**src/hdl/kmcd_pkg.sv**
```systemverilog
// Shared constants and types for the key matrix change detector.
`timescale 1ns / 1ps

package kmcd_pkg;

    // Default matrix geometry.
    localparam int DEF_ROWS = 8;
    localparam int DEF_COLS = 16;

    // Number of column level bits carried by one input item.
    localparam int LEVEL_BITS = 16;

    // Field widths of the item payloads.
    localparam int ROW_W = 3;
    localparam int COL_W = 4;

    // Configuration register indexes (byte address = 4 * index).
    localparam logic [1:0] REG_PRESSED_LEVEL     = 2'd0;
    localparam logic [1:0] REG_KEYBOARD_SIDE     = 2'd1;
    localparam logic [1:0] REG_PRESS_EVENTS_ON   = 2'd2;
    localparam logic [1:0] REG_RELEASE_EVENTS_ON = 2'd3;

    // Settings that every column lane needs to classify a change.
    typedef struct packed {
        logic pressed_level;
        logic press_on;
        logic release_on;
    } kmcd_lane_ctrl_t;

endpackage

```
**src/hdl/key_matrix_change_detector.sv**
```systemverilog
// Top level of the key matrix change detector.
`timescale 1ns / 1ps

// A row sample enters on the slave stream: row index and column levels in
// s_tdata, and a prime flag in s_tuser. The block compares the levels with
// the ones it last stored for that row, one column lane per column, and
// stores the new levels. Every changed column whose kind (press or release)
// is enabled produces one event item on the master stream, in ascending
// column order, with tlast on the final event of the sample. A primed
// sample, or a sample for a row at or beyond ROWS, produces no events.
// Column bits at or above COLS are ignored. Events leave the merging stage one
// per cycle while the consumer is ready, and m_tready low holds them; the next
// sample is accepted as soon as the merging stage has handed its last event
// to the output register. Configuration is to be written through the APB
// port only while the block is idle; the block itself does not enforce it.
module key_matrix_change_detector
    import kmcd_pkg::*;
#(
    parameter int ROWS = DEF_ROWS,
    parameter int COLS = DEF_COLS
)
(
    input  logic        clk,
    input  logic        rst_n,

    // Row sample input.
    input  logic        s_tvalid,
    output logic        s_tready,
    input  logic [23:0] s_tdata,   // row_index[2:0], column_levels[18:3], zero fill
    input  logic        s_tuser,   // prime

    // Event output.
    output logic        m_tvalid,
    input  logic        m_tready,
    output logic [7:0]  m_tdata,   // event_row[2:0], event_column[6:3], event_side[7]
    output logic        m_tuser,   // is_press
    output logic        m_tlast,   // last_event

    // Configuration port.
    input  logic        psel,
    input  logic        penable,
    input  logic        pwrite,
    input  logic [3:0]  paddr,
    input  logic [31:0] pwdata,
    output logic [31:0] prdata,
    output logic        pready
);

    // Only as many column lanes as the input carries level bits.
    localparam int LANES = (COLS < LEVEL_BITS) ? COLS : LEVEL_BITS;

    // Configuration registers.
    logic pressed_level_reg;
    logic pressed_level_next;
    logic side_reg;
    logic side_next;
    logic press_on_reg;
    logic press_on_next;
    logic release_on_reg;
    logic release_on_next;

    logic       cfg_write;
    logic [1:0] cfg_index;

    assign pready    = 1'b1;
    assign cfg_write = psel && penable && pwrite && pready;
    assign cfg_index = paddr[3:2];

    always_comb
    begin
        pressed_level_next = pressed_level_reg;
        side_next          = side_reg;
        press_on_next      = press_on_reg;
        release_on_next    = release_on_reg;
        if (cfg_write)
        begin
            case (cfg_index)
                REG_PRESSED_LEVEL:     pressed_level_next = pwdata[0];
                REG_KEYBOARD_SIDE:     side_next          = pwdata[0];
                REG_PRESS_EVENTS_ON:   press_on_next      = pwdata[0];
                REG_RELEASE_EVENTS_ON: release_on_next    = pwdata[0];
                default:               ;
            endcase
        end
    end

    always_comb
    begin
        case (cfg_index)
            REG_PRESSED_LEVEL:     prdata = {31'd0, pressed_level_reg};
            REG_KEYBOARD_SIDE:     prdata = {31'd0, side_reg};
            REG_PRESS_EVENTS_ON:   prdata = {31'd0, press_on_reg};
            REG_RELEASE_EVENTS_ON: prdata = {31'd0, release_on_reg};
            default:               prdata = 32'd0;
        endcase
    end

    always_ff @(posedge clk or negedge rst_n)
    begin
        if (!rst_n)
        begin
            pressed_level_reg <= 1'b0;
            side_reg          <= 1'b0;
            press_on_reg      <= 1'b0;
            release_on_reg    <= 1'b0;
        end
        else
        begin
            pressed_level_reg <= pressed_level_next;
            side_reg          <= side_next;
            press_on_reg      <= press_on_next;
            release_on_reg    <= release_on_next;
        end
    end

    // Input fields.
    logic [ROW_W-1:0] row_index;
    logic [LANES-1:0] now_levels;
    logic             prime;
    logic             accept;
    logic             row_ok;
    logic             busy;

    assign row_index  = s_tdata[ROW_W-1:0];
    assign now_levels = s_tdata[ROW_W +: LANES];
    assign prime      = s_tuser;
    assign s_tready   = !busy;
    assign accept     = s_tvalid && s_tready;
    assign row_ok     = (int'(row_index) < ROWS);

    // Stored levels of every row; each row register is selected by a compare.
    logic [LANES-1:0] levels_reg  [ROWS];
    logic [LANES-1:0] levels_next [ROWS];
    logic [LANES-1:0] before_levels;

    always_comb
    begin
        before_levels = '0;
        for (int r = 0; r < ROWS; r++)
        begin
            levels_next[r] = levels_reg[r];
            if (int'(row_index) == r)
            begin
                before_levels = levels_reg[r];
                if (accept)
                begin
                    levels_next[r] = now_levels;
                end
            end
        end
    end

    always_ff @(posedge clk or negedge rst_n)
    begin
        if (!rst_n)
        begin
            for (int r = 0; r < ROWS; r++)
            begin
                levels_reg[r] <= '0;
            end
        end
        else
        begin
            for (int r = 0; r < ROWS; r++)
            begin
                levels_reg[r] <= levels_next[r];
            end
        end
    end

    // Column lanes work side by side on one sample.
    kmcd_lane_ctrl_t  lane_ctrl;
    logic [LANES-1:0] lane_emit;
    logic [LANES-1:0] lane_press;

    assign lane_ctrl = '{pressed_level: pressed_level_reg,
                         press_on:      press_on_reg,
                         release_on:    release_on_reg};

    for (genvar c = 0; c < LANES; c++)
    begin : g_lane
        kmcd_lane u_lane
        (
            .prev_level (before_levels[c]),
            .now        (now_levels[c]),
            .ctrl       (lane_ctrl),
            .emit       (lane_emit[c]),
            .press      (lane_press[c])
        );
    end

    // A primed or out-of-range sample hands no events to the merging stage.
    logic             load;
    logic [LANES-1:0] load_mask;

    assign load      = accept && row_ok && !prime;
    assign load_mask = lane_emit;

    kmcd_merge #(
        .LANES (LANES)
    ) u_merge
    (
        .clk        (clk),
        .rst_n      (rst_n),
        .load       (load),
        .load_row   (row_index),
        .load_mask  (load_mask),
        .load_press (lane_press),
        .side       (side_reg),
        .busy       (busy),
        .m_tvalid   (m_tvalid),
        .m_tready   (m_tready),
        .m_tdata    (m_tdata),
        .m_tuser    (m_tuser),
        .m_tlast    (m_tlast)
    );

endmodule

```
**src/hdl/kmcd_lane.sv**
```systemverilog
// One column lane: detects a level change and classifies it as press or release.
`timescale 1ns / 1ps

module kmcd_lane
    import kmcd_pkg::*;
(
    input  logic            prev_level,
    input  logic            now,
    input  kmcd_lane_ctrl_t ctrl,
    output logic            emit,
    output logic            press
);

    logic changed;

    always_comb
    begin
        changed = prev_level ^ now;
        press   = (now == ctrl.pressed_level);
        emit    = changed & (press ? ctrl.press_on : ctrl.release_on);
    end

endmodule

```
**src/hdl/kmcd_merge.sv**
```systemverilog
// Merging stage: emits the lanes' events one per cycle while m_tready allows, in ascending column order.
`timescale 1ns / 1ps

module kmcd_merge
    import kmcd_pkg::*;
#(
    parameter int LANES = DEF_COLS
)
(
    input  logic             clk,
    input  logic             rst_n,
    input  logic             load,
    input  logic [ROW_W-1:0] load_row,
    input  logic [LANES-1:0] load_mask,
    input  logic [LANES-1:0] load_press,
    input  logic             side,
    output logic             busy,
    output logic             m_tvalid,
    input  logic             m_tready,
    output logic [7:0]       m_tdata,   // event_row[2:0], event_column[6:3], event_side[7]
    output logic             m_tuser,   // is_press
    output logic             m_tlast
);

    logic [LANES-1:0] pend_reg;
    logic [LANES-1:0] pend_next;
    logic [LANES-1:0] press_reg;
    logic [LANES-1:0] press_next;
    logic [ROW_W-1:0] row_reg;
    logic [ROW_W-1:0] row_next;
    logic             valid_reg;
    logic             valid_next;
    logic [7:0]       data_reg;
    logic [7:0]       data_next;
    logic             press_out_reg;
    logic             press_out_next;
    logic             last_reg;
    logic             last_next;

    logic [COL_W-1:0] low_idx;
    logic             low_press;
    logic [LANES-1:0] pend_rest;
    logic             take;

    // Lowest pending column and its classification.
    always_comb
    begin
        low_idx   = '0;
        low_press = 1'b0;
        for (int c = LANES - 1; c >= 0; c--)
        begin
            if (pend_reg[c])
            begin
                low_idx   = COL_W'(c);
                low_press = press_reg[c];
            end
        end
    end

    always_comb
    begin
        pend_rest      = pend_reg & (pend_reg - LANES'(1));
        take           = (pend_reg != '0) && (!valid_reg || m_tready);

        pend_next      = pend_reg;
        press_next     = press_reg;
        row_next       = row_reg;
        valid_next     = valid_reg;
        data_next      = data_reg;
        press_out_next = press_out_reg;
        last_next      = last_reg;

        if (load)
        begin
            pend_next  = load_mask;
            press_next = load_press;
            row_next   = load_row;
        end
        else if (take)
        begin
            pend_next = pend_rest;
        end

        if (take)
        begin
            valid_next     = 1'b1;
            data_next      = {side, low_idx, row_reg};
            press_out_next = low_press;
            last_next      = (pend_rest == '0);
        end
        else if (m_tready)
        begin
            valid_next = 1'b0;
        end
    end

    always_ff @(posedge clk or negedge rst_n)
    begin
        if (!rst_n)
        begin
            pend_reg  <= '0;
            valid_reg <= 1'b0;
        end
        else
        begin
            pend_reg  <= pend_next;
            valid_reg <= valid_next;
        end
    end

    always_ff @(posedge clk)
    begin
        press_reg     <= press_next;
        row_reg       <= row_next;
        data_reg      <= data_next;
        press_out_reg <= press_out_next;
        last_reg      <= last_next;
    end

    assign busy     = (pend_reg != '0);
    assign m_tvalid = valid_reg;
    assign m_tdata  = data_reg;
    assign m_tuser  = press_out_reg;
    assign m_tlast  = last_reg;

endmodule
```
**config.mk**
```make
export PLATFORM = sky130hd
export DESIGN_NAME = key_matrix_change_detector
export DESIGN_NICKNAME = d
export VERILOG_FILES = /design/src/hdl/kmcd_pkg.sv /design/src/hdl/key_matrix_change_detector.sv /design/src/hdl/kmcd_lane.sv /design/src/hdl/kmcd_merge.sv
export SDC_FILE = /design/constraint.sdc
export NUM_CORES = 1
export LEC_CHECK = 0
export BUFFER_PORTS_ARGS = -buffer_cell sky130_fd_sc_hd__buf_2
export CAP_MARGIN = 5
export CELL_PAD_IN_SITES_DETAIL_PLACEMENT = 2
export CELL_PAD_IN_SITES_GLOBAL_PLACEMENT = 2
export CORE_AREA = 2 2 156 158
export CTS_BUF_LIST = sky130_fd_sc_hd__clkbuf_2
export CTS_CLUSTER_SIZE = 20
export DETAILED_ROUTE_END_ITERATION = 12
export DIE_AREA = 0 0 158 160
export PLACE_DENSITY = 0.92
export SLEW_MARGIN = 20
export SYNTH_ARGS = -nofsm -noshare
export SYNTH_HDL_FRONTEND = slang
export SYNTH_HIERARCHICAL = 1
export SYNTH_SLANG_ARGS = --single-unit
```
**constraint.sdc**
```tcl
create_clock -name clk -period 3.9 [get_ports clk]
set_clock_uncertainty 0.05 [all_clocks]
set_input_delay 0.585 -clock clk [delete_from_list [all_inputs] [get_ports clk]]
set_output_delay 0.585 -clock clk [all_outputs]
set_load 0.03 [all_outputs]
```
==> results of run 1 <==
[power by group]
part,switching (mW),internal (mW),total (mW)
Sequential,0.634,2.81,3.45
Combinational,1.87,1.51,3.37
Clock,0.704,0.304,1.01
Total,3.20,4.62,7.83
[routing by layer]
| layer | wire (um) | GRT usage (%) |
|---|---|---|
| met1 | 11200 | 27.2 |
| met2 | 14400 | 40.3 |
| met3 | 706 | 2.74 |
| met4 | 790 | 8.89 |
| met5 | 0 | 0 |
[path summary, 6_finish.rpt]
path / from / end / slack, ns / cells after the start
max: u_merge/pend_reg[4] / s_tready / 0.43 / 6
min: paddr[2] / side_reg / 0.11 / 3
max reg2reg: u_merge/pend_reg[4] / levels_reg[95] / 0.57 / 8
min reg2reg: u_merge/row_reg[1] / u_merge/m_tdata[1] / 0.38 / 0
max in group asynchronous: rst_n / u_merge/pend_reg[10] / 2.60 / 3
min in group asynchronous: rst_n / levels_reg[19] / 0.32 / 2
[logic make-up (layout without fill, tap and decap cells)]
logic type,Yosys count,after routing,synth area share [%]
muxes,169,169,21.0
and+or+nand+nor,226,226,16.3
xor gates and xnor gates,16,16,1.47
buffers and inverters,85,105,5.53
DFF,178,178,48.1
AOI/OAI and AO/OA,109,109,7.52
other,2,33,0.0785
[worst register-to-register path, cell delays in order, from the launching register on]
cell and delay [ns]:
sky130_fd_sc_hd__dfrtp_1 0.60, sky130_fd_sc_hd__nor4_4 0.46, sky130_fd_sc_hd__nand3_4 0.19, sky130_fd_sc_hd__nor2_1 0.27, sky130_fd_sc_hd__inv_1 0.15, sky130_fd_sc_hd__nand2b_2 0.28, sky130_fd_sc_hd__nor2_2 0.23, sky130_fd_sc_hd__nand3b_2 0.50
sky130_fd_sc_hd__mux2_1 0.53
[cell usage after synthesis, types with 3 or more instances]
master and count:
sky130_fd_sc_hd__a21o_1 5, sky130_fd_sc_hd__a21oi_1 26, sky130_fd_sc_hd__a221o_1 13, sky130_fd_sc_hd__a221oi_1 6
sky130_fd_sc_hd__buf_2 12, sky130_fd_sc_hd__buf_4 38, sky130_fd_sc_hd__buf_6 7, sky130_fd_sc_hd__clkbuf_1 16
sky130_fd_sc_hd__dfrtp_1 149, sky130_fd_sc_hd__edfxtp_1 29, sky130_fd_sc_hd__inv_1 11, sky130_fd_sc_hd__mux2_1 3
sky130_fd_sc_hd__mux2_2 129, sky130_fd_sc_hd__mux2i_1 25, sky130_fd_sc_hd__mux4_2 12, sky130_fd_sc_hd__nand2_1 39
sky130_fd_sc_hd__nand2_2 3, sky130_fd_sc_hd__nand2b_1 9, sky130_fd_sc_hd__nand3_1 11, sky130_fd_sc_hd__nand4_1 17
sky130_fd_sc_hd__nand4b_1 32, sky130_fd_sc_hd__nor2_1 30, sky130_fd_sc_hd__nor2b_1 17, sky130_fd_sc_hd__nor3_1 10
sky130_fd_sc_hd__nor3b_1 7, sky130_fd_sc_hd__o21ai_0 41, sky130_fd_sc_hd__o31ai_1 3, sky130_fd_sc_hd__o41ai_1 3
sky130_fd_sc_hd__or4bb_1 32, sky130_fd_sc_hd__xnor2_1 16
[per-stage QoR]
step	utilization, %	setup WS, ns
5_1_grt	43.0	0.222
3_3_place_gp	41.9	0.745
4_1_cts	43.0	0.319
6_report	43.0	0.433
2_1_floorplan	-	0.642
3_5_place_dp	41.9	0.580
[what timing repair did]
| action | CTS | global route |
|---|---|---|
| hold endpoints to repair | 89 | 0 |
| hold buffers | 2 | 0 |
| endpoints found under the setup margin | 0 | 0 |
[cell type report]
cell class,count,area (sq um),share of cell area [%]
Antenna cell,1,2.50,0.0244
Clock buffer,17,85.1,0.830
Clock inverter,15,155,1.51
Inverter,11,41.3,0.403
Multi-Input combinational cell,552,4550,44.4
Sequential cell,178,4600,44.9
Tap cell,324,405,3.95
Timing Repair Buffer,62,409,3.99
[cells in the final DEF (no fill, tap or decap), drive strengths merged, types with 3 or more instances in the layout]
cell     Yosys  routed
a2111oi      3       3
a21o         5       5
a21oi       26      26
a221o       13      13
a221oi       6       6
buf         58      60
clkbuf      16      17
clkinv       0       6
conb         2      32
dfrtp      149     149
edfxtp      29      29
inv         11      17
mux2       132     132
mux2i       25      25
mux4        12      12
nand2       42      42
nand2b      10      10
nand3       13      13
nand4       18      18
nand4b      32      32
nor2        33      33
nor2b       17      17
nor3        11      11
nor3b        9       9
o21ai       41      41
o31ai        3       3
o41ai        3       3
or4bb       32      32
xnor2       16      16
==> impl_metrics.tcl, run 1 <==
set metrics [dict create \
    outcome "finished, final reports clean" \
    ctsRootBufferMaster "sky130_fd_sc_hd__clkbuf_2" \
    headroom_to_the_max_slew_limit_pct 30.8 \
    area_overhead_vs_synth_pct 7.22 \
    critPathMaxFanout 10 \
    via_count 6716 \
    total_power_per_unit_cell_area_nw_per_um2 763 \
    report.final.hold_viol_count 0 \
    timing.final.setup_violations 0 \
    data_arrival_at_the_endpoint_of_the_critical_path_ns 2.83 \
    clock_tree.htree_level_count 4 \
    clock_sinks 178 \
    post_dp_cell_area_sq_um 9990 \
    chipHeight_um 160 \
    die_wd_um 158 \
    postCtsResizedCells 0 \
    totalPowerFinal_mw 7.83 \
    grt_antenna_before_repair 1 \
    initial_standard_cell_utilization_of_the_core_pct 40.1 \
    yosys_warnings 6 \
    finalMaxSlewViolations 0 \
    cts_setup_buffers 0 \
    antenna_left 0 \
    synthesis.instances 785 \
    nNetsFinal 890 \
    min_path_type "in2reg" \
    fillerInstances 2404 \
    cp_cell_sequence "nor4_4 > nand3_4 > nor2_1 > inv_1 > inv_1 > buf_2" \
    cp-end-kind "primary output" \
    cp_data_required_time_ns 3.26 \
    ys_top_cells_by_area "sky130_fd_sc_hd__dfrtp_1 (39%), sky130_fd_sc_hd__mux2_2 (15%), sky130_fd_sc_hd__edfxtp_1 (9.1%)" \
    route.detailed.drc 0 \
    leftover_overflow_at_the_end_of_global_routing 0 \
    cts-buffers-inserted 17 \
    rsz_0062_raised_after_global_routing "false" \
    drt-wirelength-per-cell_um 23.4 \
    clkLatencyLatePin_ns 0.78 \
    drt_first_pass_iters 4 \
    worst_hold_slack_ns 0.110 \
    critical_path_buf_inv_count 3 \
    yosysSeqAreaShare_pct 48.1 \
    synth.ff_latch_count 178 \
    grt_start_max_net_pins 87 \
    post-synth-top-area-cell "sky130_fd_sc_hd__dfrtp_1" \
    timing_worst_setup_path_type "reg2out" \
    fin_setup_tns_ns 0 \
    portBuffers 42 \
    die_area_sq_um 25300 \
    number_of_primary_i_o_pins 113 \
    hpwl_um 18300 \
    finalNonFillerCells 1160 \
    clk_path_buf_depth 2 \
    vias_in_the_first_global_route 7656 \
    core_area_sq_um 23800 \
    place.gp.congestion 0.762 \
    largest_register_ff_count 128 \
    finish.instance_area_sq_um 10300 \
    final_layout_size_suffix_gt1_share_pct 30.3 \
    power.leakage_nw 4.23 \
    syn_avg_cell_area_sq_um 12.2 \
    ir_drop_v 0.000233 \
    synth.distinct_cells 57 \
    synth_top_area_share_pct 39.0 \
    path_common_cell "sky130_fd_sc_hd__inv_1" \
    wl_um 27100 \
    rows 57 \
    tritoncts "yes" \
    synthesis.area_sq_um 9560 \
    share_of_flip_flops_with_an_asynchronous_set_or_reset_pct 83.7 \
    dp_cells 1125 \
    viasPerCell 5.79 \
    edff_count_synth 29 \
    globalRouteTotalUtil_pct 22.5 \
    grt_pass1_wl_um 43600 \
    setup.worst_path.start_class "flip-flop" \
    cpLargestDelayFamily "simple AND/OR/NAND/NOR gates" \
    synth_flop_cell "sky130_fd_sc_hd__dfrtp_1" \
    slew_of_the_pin_with_the_lowest_slew_margin_ns 1.04 \
    fmaxAchievable_mhz 288 \
    timing.critical_path.slowest_cell_delay_ns 0.60 \
    min_period_ns 3.47 \
    min_period_over_period_pct 88.9 \
    critical-path-slowest-cell "sky130_fd_sc_hd__dfrtp_1" \
    clk_transition_reported_paths_ns 0.28 \
    drtIter0Drc 413 \
    max-cap-violations 0 \
]
No activity file was read; power rests on OpenSTA's default activity.
==> run 2, diff against run 1 <==
--- a/config.mk
+++ b/config.mk
@@ -7,14 +7,15 @@
 export LEC_CHECK = 0
 export BUFFER_PORTS_ARGS = -buffer_cell sky130_fd_sc_hd__buf_2
 export CAP_MARGIN = 5
-export CELL_PAD_IN_SITES_DETAIL_PLACEMENT = 2
-export CELL_PAD_IN_SITES_GLOBAL_PLACEMENT = 2
-export CORE_AREA = 2 2 156 158
+export CELL_PAD_IN_SITES_DETAIL_PLACEMENT = 1
+export CELL_PAD_IN_SITES_GLOBAL_PLACEMENT = 1
+export CORE_AREA = 2 2 143 145
 export CTS_BUF_LIST = sky130_fd_sc_hd__clkbuf_2
+export CTS_CLUSTER_DIAMETER = 100
 export CTS_CLUSTER_SIZE = 20
 export DETAILED_ROUTE_END_ITERATION = 12
-export DIE_AREA = 0 0 158 160
-export PLACE_DENSITY = 0.92
+export DIE_AREA = 0 0 145 147
+export PLACE_DENSITY = 0.93
 export SLEW_MARGIN = 20
 export SYNTH_ARGS = -nofsm -noshare
 export SYNTH_HDL_FRONTEND = slang
==> impl_metrics.tcl, run 2 (synthesized netlist as in run 1, its figures left out) <==
set metrics [dict create \
    globalRouteMet1Util_pct 27.6 \
    cts-buffers-inserted 17 \
    util_after_layout_pct 51.3 \
    area_overhead_vs_synth_pct 6.36 \
    data_arrival_at_the_endpoint_of_the_critical_path_ns 2.75 \
    drt-wirelength-per-cell_um 21.3 \
    critical-path-slowest-cell "sky130_fd_sc_hd__dfrtp_1" \
    via_count 6542 \
    layout_commonest_cell "sky130_fd_sc_hd__dfrtp_1" \
    viasPerCell 5.92 \
    core_area_sq_um 19800 \
    clock_sinks 178 \
    cpLargestDelayFamily "simple AND/OR/NAND/NOR gates" \
    clkLatencyLatePin_ns 0.77 \
    p_seq_share_pct 44.2 \
    fmaxAchievable_mhz 296 \
    wl_um 23600 \
    post_dp_cell_area_sq_um 9900 \
    clock_tree.htree_level_count 4 \
    commonest_cells_after_routing_fill_and_taps_aside "sky130_fd_sc_hd__dfrtp_1 (148), sky130_fd_sc_hd__mux2_2 (129), sky130_fd_sc_hd__o21ai_0 (41), sky130_fd_sc_hd__buf_2 (41), sky130_fd_sc_hd__nand2_1 (39)" \
    route.detailed.drc 0 \
    grt_antenna_before_repair 1 \
    portBuffers 42 \
    setup.worst_path.start_class "flip-flop" \
    rows 52 \
    p_clk_share_pct 13.3 \
    reg2reg_depth 8 \
    clk_path_buf_depth 2 \
    max-cap-violations 0 \
    switching_share_pct 39.2 \
    worstReg2RegStart "u_merge/pend_reg[9]" \
    rsz_0062_raised_after_global_routing "false" \
    comb_pwr_share_pct 42.5 \
    ctsRootBufferMaster "sky130_fd_sc_hd__clkbuf_2" \
    post-route-worst-setup-slack_ns 0.519 \
    antenna_left 0 \
    outcome "finished, final reports clean" \
    tritoncts "yes" \
    report.final.hold_viol_count 0 \
    multi_input_area_sq_um 4550 \
    die_area_sq_um 21300 \
    clk_transition_reported_paths_ns 0.25 \
    largest_register_ff_count 128 \
    timing.final.setup_violations 0 \
    critPathMaxFanout 13 \
    globalRouteTotalUtil_pct 22.9 \
    fillerInstances 2118 \
    gr-usage-met3_pct 4.13 \
    area_of_all_sequential_standard_cells_sq_um 4600 \
    power.leakage_nw 4.24 \
    number_of_primary_i_o_pins 113 \
    hold_depth 4 \
    initial_standard_cell_utilization_of_the_core_pct 48.2 \
    reg2reg_slack_ns 0.67 \
    cp_data_required_time_ns 3.26 \
    gr-usage-met2_pct 40.7 \
    timing_worst_setup_path_type "reg2out" \
    critical_path_buf_inv_count 3 \
    nNetsFinal 890 \
    min_path_type "in2reg" \
    slew_of_the_pin_with_the_lowest_slew_margin_ns 0.962 \
    finalMaxSlewViolations 0 \
    grt_start_max_net_pins 87 \
    cp-end-kind "primary output" \
    worst-path-stages 6 \
    path_common_cell "sky130_fd_sc_hd__inv_1" \
    hpwl_um 15800 \
    cell_internal_pwr_mw 4.68 \
    ir_drop_v 0.000259 \
    total_power_per_unit_cell_area_nw_per_um2 757 \
    min_period_over_period_pct 86.7 \
    hold_path.startpoint "s_tuser" \
    headroom_to_the_max_slew_limit_pct 35.8 \
    min_period_ns 3.38 \
    chipHeight_um 147 \
    fin_setup_tns_ns 0 \
    switching_power_mw 3.02 \
    drtIter0Drc 394 \
    most_congested_layer_reported_by_global_routing "met2" \
    grt_pass1_wl_um 38600 \
    timing.critical_path.slowest_cell_delay_ns 0.57 \
    post-place-ws_ns 0.489 \
    vias_in_the_first_global_route 7142 \
    timing.critical_path.from "u_merge/pend_reg[9]" \
    final_layout_size_suffix_gt1_share_pct 30.4 \
    finish.instance_area_sq_um 10200 \
    leftover_overflow_at_the_end_of_global_routing 0 \
    cp_cell_sequence "nor4_1 > nand3_1 > nor2_1 > inv_1 > inv_1 > buf_2" \
    drt_first_pass_iters 4 \
    place.gp.congestion 0.786 \
    die_wd_um 145 \
]
-- run 2: changes by cell type in the layout (fill, tap and decap cells not counted), sizes merged --
cell	delta
clkinvlp	-1
clkbuf	+2
clkinv	-2
bufinv	+1
-- run 2: layout make-up --
cell class	instances	area share, %
flip-flops and latches	178	45.2
multi-input cells	552	44.8
repair buffers	62	3.78
well taps	270	3.32
clock inverters	13	1.53
clock buffers	19	0.935
inverters	11	0.406
diodes	1	0.0246
-- run 2: final timing paths --
kind,end
min in group asynchronous,levels_reg[42]
max,s_tready
min reg2reg,u_merge/m_tdata[1]
max in group asynchronous,levels_reg[55]
min,u_merge/pend_reg[0]
max reg2reg,levels_reg[95]
-- run 2: power groups by stage --
stage          Combinational [mW]  Clock, mW  Sequential (mW)
5_1_grt                      3.57       1.12             3.52
2_1_floorplan                2.44          0             3.31
3_5_place_dp                 3.26          0             3.43
3_3_place_gp                 3.05          0             3.33
6_report                     3.27       1.02             3.40
4_1_cts                      3.30       1.04             3.40
-- run 2: tightest hold or removal path, cell delays in order --
cell	delay, ns
sky130_fd_sc_hd__buf_2	0.10
sky130_fd_sc_hd__nor2_4	0.09
sky130_fd_sc_hd__nand2_1	0.07
sky130_fd_sc_hd__o21ai_0	0.07
-- run 2: timing repair --
item	4_1_cts	5_1_grt
endpoints found under the hold margin	87	0
hold buffers	2	0
setup endpoints to repair	0	0
resized for setup	0	0
buffers inserted	0	0
-- run 2: layer usage --
metal,share of wire [%],wire (um)
met5,0,0
met4,2.4,556
met3,3.9,918
met2,52,12300
met1,42,9810
-- run 2: per-stage QoR --
| stage | instances | hold WS, ns | total power, mW |
|---|---|---|---|
| 3_3_place_gp | 1071 | 0.351 | 6.37 |
| 3_5_place_dp | 1071 | 0.358 | 6.70 |
| 4_1_cts | 1105 | 0.0402 | 7.74 |
| 5_1_grt | 1106 | 0.0352 | 8.21 |
| 6_report | 1106 | 0.100 | 7.70 |
| 2_1_floorplan | 815 | 0.239 | 5.75 |
